===== config.mk =====
export PLATFORM = sky130hd
export DESIGN_NAME = pgrb_ram
export DESIGN_NICKNAME = d
export VERILOG_FILES = /design/src/hdl/pgrb_ram.sv
export SDC_FILE = /design/constraint.sdc
export NUM_CORES = 2
export LEC_CHECK = 0
export BUFFER_PORTS_ARGS = -buffer_cell sky130_fd_sc_hd__buf_2
export CORE_MARGIN = 2
export CORE_UTILIZATION = 70
export CTS_BUF_LIST = sky130_fd_sc_hd__clkbuf_8
export CTS_CLUSTER_DIAMETER = 200
export CTS_CLUSTER_SIZE = 14
export DETAILED_ROUTE_END_ITERATION = 8
export PLACE_DENSITY = 0.85
export REMOVE_ABC_BUFFERS = 1
export SYNTH_ARGS = -nofsm -noshare
export SYNTH_HDL_FRONTEND = slang
export SYNTH_SLANG_ARGS = --single-unit

===== constraint.sdc =====
create_clock -name i_clk -period 3.2 [get_ports i_clk]
set_clock_uncertainty 0.05 [all_clocks]
set_input_delay 0 -clock i_clk [delete_from_list [all_inputs] [get_ports i_clk]]
set_output_delay 0 -clock i_clk [all_outputs]
set_load 0.1 [all_outputs]

===== src/hdl/pgrb_ram.sv =====
// Generic single-write, single-read RAM with registered read data.
`timescale 1ns / 1ps
module pgrb_ram #(
    parameter int WIDTH = 8,
    parameter int DEPTH = 256,
    localparam int ADDR_W = (DEPTH > 1) ? $clog2(DEPTH) : 1
) (
    input  logic              i_clk,
    input  logic              i_we,
    input  logic [ADDR_W-1:0] i_waddr,
    input  logic [WIDTH-1:0]  i_wdata,
    input  logic              i_re,
    input  logic [ADDR_W-1:0] i_raddr,
    output logic [WIDTH-1:0]  o_rdata
);
    logic [WIDTH-1:0] r_mem [DEPTH];
    logic [WIDTH-1:0] r_rdata;

    always_ff @(posedge i_clk) begin
        if (i_we) begin
            r_mem[i_waddr] <= i_wdata;
        end
        if (i_re) begin
            r_rdata <= r_mem[i_raddr];
        end
    end

    assign o_rdata = r_rdata;
endmodule


### Yosys cells after proc, flatten, opt, wreduce, memory -nomap -nowiden

Memory sizes are Yosys's and may differ from the RTL's. A register that Yosys moved wholly into a read port is not among the register bits.
Cells that the tools add are included.

* register bits after elaboration: 0
* memory bits (writable): 2048
* input bits: 27
* word-level logic and storage cells: 3
* memories kept: 1

Memories
* r_mem: depth 256, width 8, rd ports 1, clocked after memory_dff 1, write ports 1, line 16 `logic [WIDTH-1:0] r_mem [DEPTH];`

* muxes and demuxes: 2

Operator list (number)
* $mux 1: 2

### Depth between registers and ports, before layout

* word-level depth: 2
* mapped depth: 11
* depth with buffers taken out: 6

### Worst setup path after synthesis

Ideal clock, no wire load.

* path kind: input port to flip-flop
* start point: input port i_raddr[0]
* end point: register r_rdata[2] (netlist: o_rdata[2]), read port of r_mem, data pin
* setup time: 0.269 ns
* data arrival time: 1.807 ns
* required time: 2.881 ns
* path slack: 1.074 ns
* stages on the path: 9
* buffers on the path: 4
* cell sequence: buf_6 buf_12 buf_8 buf_2 mux4_2 a22oi_1 a21oi_1 nor4_1 nor4_2

RTL lines
* start, declared: line 13 `input logic [ADDR_W-1:0] i_raddr,`
* end, declared: line 17 `logic [WIDTH-1:0] r_rdata;`

==> summary.md <==
| Metric | Value |
|---|---|
| Nets@finish | 4069 |
| Final wirelength | 199000 µm |
| Post-route ant nets | 0 |
| TritonCTS clock tree | built |
| Routed wl met2 | ~94000 µm |
| H-Tree Level Count | 4 |
| Clk buf depth | 3 |
| Peak supply drop | 0.000391 V |
| Grt ovf | 0 |
| Clk pwr share | 0.278 |
| Status | complete, but fails checks |
| FP Rows | 123 |
| Crit path max-delay family | compound AO/OA/AOI/OAI gates |
| Via count | 42000 |
| IO buf count | 34 |
| DR WL met3 | 29200 µm |
| Post-DP HPWL | 127000 µm |
| GPL Wtd Cong | 0.910 |
| Share of cells above drive strength 1 | 0.247 |
| Failing checks | max-capacitance violations, max-slew violations |
| First-pass GRT wire length | between 200000 and 300000 µm |
| Mapped Avg Cell Area | 21.3 µm² |
| Initial Util | 0.707 |
| Top sig layer | met5 |
| Vias/cell | 7.55 |
| # Post-CTS Setup Buffers | 0 |
| IO Pins | 35 |
| Distinct cell type count after synthesis | 54 |
| Clock sink count | 2056 |
| Final setup viols | 0 |
| Pins Over Slew Limit | 2 |
| CP Cell Sequence | mux4_2 > o22a_1 > o21ai_0 > a2111oi_1 > nor3_1 > buf_4 > nor4_1 |
| Crit-path slowest cell | a2111oi_1 |
| Crit path max fanout | 1 |
| PD cells | between 500 and 600 mW/mm² |
| P_int | 35500 µW |
| P_sw | between 9000 and 10000 µW |
| Initial DRC Count | roughly 7400 |
| Syn Std Cell Area | around 0.08 mm² |
| Critical Path End Type | register |
| Worst skew pair latency | approximately 0.91 ns |
| PostCTS Resize Cnt | 0 |
| Reg-to-Reg Start | r_mem[161][4] |
| CP max stage delay | 1.26 ns |
| Metal-1 WL | 64200 µm |
| Root Buffer | clkbuf_8 |
| CP startpoint kind | register |
| CTS Buf Count | 164 |
| Total GRT Usage | 0.349 |
| Die X-Extent | 341 µm |
| RSZ-0062 raised after global routing | no |
| Hold endpoint | o_rdata[5] |
| Gate power share | 0.065 |
| Warnings, synthesis | 0 |
| Crit path DAT | approximately 3.7 ns |
| Tcrit/Tclk final | 0.966 |
| Crit Path Class | register to register |
| FF-to-FF setup slack | between 0.1 and 0.15 ns |
| Filler Cells Inserted | ~5300 |
| Placeable Area | 0.113 mm² |
| Worst hold path depth | 5 |
| Max Fclk | 323 MHz |
| Area Overhead vs Synth | 7.76% |
| Synth Register Bits | 2056 |
| Worst reg2reg endpoint | o_rdata[4] |
| CP required | 3.83 ns |
| Tot Pwr | 45200 µW |
| Die area | 0.116 mm² |
| Buf+Inv Stages, Crit Path | 1 |
| DRC | 0 |
| Fin. Hold Viols | 0 |
| Slew Limit Headroom | -0.0282 |
| Wire per inst | ~36 µm |
| Initial DRT Pass Iterations | 8 |
| P_leak | 0.0265 µW |
| Sw Share | 0.215 |
| Max-cap violations | 1 |
| Post-synth EDFFs | 2056 |
| Die Ht | roughly 340 µm |
| Fin util | 0.762 |
| Post-Synthesis Cells | 3733 |
| Primary FF master, synth | edfxtp_1 |
| Post-synthesis sequential area ratio | 0.775 |
| Fin Hold WS | 0.144 ns |
| Synth async-reset ratio | 0 |
| Pin count of the biggest net entering global routing | 148 |
| Power share of the sequential group | 0.657 |
| Setup WS pre-CTS | -0.322 ns |
| R2R cell count | 7 |
| Initial antenna violation count | 13 |
| Final setup margin | approximately 0.11 ns |
| Min Tclk post-route | 3.09 ns |
| Least-Margin Pin Slew | 1.50 ns |
| Number of global-route vias before repair | 41800 |
| Clock-pin slew on the worst setup and hold paths | approximately 0.090 ns |
| Worst min path class | input port to register |
| Min-delay src | i_raddr[6] |
## worst max-delay path by stage
stage	startpoint	endpoint	slack [ns]	depth (start not counted)
floorplan	i_raddr[2]	o_rdata[6]	0.66	6
global placement	i_raddr[0]	o_rdata[4]	-0.21	10
detailed placement	i_raddr[0]	o_rdata[7]	-0.32	11
CTS	r_mem[67][2]	o_rdata[2]	0.14	6
global route	r_mem[161][4]	o_rdata[4]	0.02	7
finish	r_mem[161][4]	o_rdata[4]	0.11	7
## metrics by stage
step	TNS (ns)	std cells	instance area, µm²
final	0	5559	85800
after floorplan	0	3500	78200
after global placement	-0.610	5354	83200
after global routing	0	5553	85800
after detailed placement	-1.08	5354	83200
after CTS	0	5551	85800
## metal layers
| metal | up-vias | track usage |
|---|---|---|
| li1 | 16100 | - |
| met1 | 21100 | 0.473 |
| met2 | 4038 | 0.539 |
| met3 | 751 | 0.0984 |
| met4 | 16 | 0.163 |
| met5 | - | 0 |
## repair_timing
item	in CTS	in global routing
endpoints found under the setup margin	0	0
endpoints found under the hold margin	1515	0
hold buffers	22	0
## worst register-to-register path, delay by kind of cell, from the launching register on
| family | cells | cell delay, ns |
|---|---|---|
| compound gates | 3 | 1.59 |
| simple gates | 2 | 0.43 |
| flops | 1 | 0.34 |
| mux | 1 | 0.27 |
| buf+inv | 1 | 0.22 |
## power groups by stage
stage	Combinational [µW]	Sequential [µW]	Clock, µW
4_1_cts	2870	29700	12500
5_1_grt	3020	29700	13400
3_5_place_dp	2830	30300	0
6_report	2930	29700	12600
3_3_place_gp	2720	30300	0
2_1_floorplan	1040	30400	0
## Yosys cell counts, types with 10 or more instances
| library cell | count | area share |
|---|---|---|
| nand4_1 | 10 | 0.00079 |
| buf_2 | 31 | 0.0019 |
| buf_8 | 13 | 0.0025 |
| buf_4 | 27 | 0.0025 |
| mux2i_1 | 134 | 0.017 |
| buf_6 | 21 | 0.0030 |
| edfxtp_1 | 2056 | 0.78 |
| o21ai_0 | 10 | 0.00063 |
| nor2b_1 | 31 | 0.0024 |
| a21oi_1 | 96 | 0.0060 |
| mux4_2 | 454 | 0.13 |
| nor2_1 | 282 | 0.013 |
| nor4_1 | 24 | 0.0019 |
| a221oi_1 | 13 | 0.0014 |
| nor3_1 | 22 | 0.0014 |
| buf_1 | 22 | 0.0010 |
| a211oi_1 | 16 | 0.0015 |
| o211ai_1 | 10 | 0.00094 |
| o22ai_1 | 28 | 0.0022 |
| a22oi_1 | 133 | 0.013 |
| o221ai_1 | 46 | 0.0051 |
| nand2_1 | 33 | 0.0016 |
| clkbuf_1 | 111 | 0.0052 |
| nand3_1 | 34 | 0.0021 |
## registers in the layout, indices dropped and copies added (netlist names)
signal   count
r_mem     2048
o_rdata      8
## kinds of logic after synthesis
group | share of synthesized area
buf+inv | 0.0183
flops | 0.775
compound gates | 0.0342
mux | 0.146
simple gates | 0.0263
## area by class of cell
| class | instances | area [µm²] | area share |
|---|---|---|---|
| Timing Repair Buffer | 376 | 3310 | 0.0386 |
| Clock inverter | 3 | 20.0 | 0.000233 |
| Sequential cell | 2056 | 61700 | 0.719 |
| Antenna cell | 8 | 20.0 | 0.000233 |
| Multi-Input combinational cell | 1442 | 16500 | 0.192 |
| Inverter | 2 | 7.51 | 0.0000875 |
| Tap cell | 1500 | 1880 | 0.0219 |
| Clock buffer | 172 | 2370 | 0.0276 |
## placed cells by master (no fill, tap or decap), types with 10 or more instances in the layout
cell,netlist,routed
o211ai_1,10,10
nor3_1,22,22
edfxtp_1,2056,2056
buf_2,31,23
buf_4,27,287
a22oi_1,133,133
o21ai_0,10,10
nand4_1,10,10
mux2i_1,134,134
o221ai_1,46,46
nor2_1,282,279
clkbuf_8,0,180
a211oi_1,16,16
nand2_1,33,33
a21oi_1,96,96
buf_12,8,34
nor2b_1,31,28
nor4_1,24,24
a221oi_1,13,13
nand3_1,34,34
o22ai_1,28,28
dlygate4sd3_1,0,22
mux4_2,454,454
No activity file was read; power rests on OpenSTA's default activity.
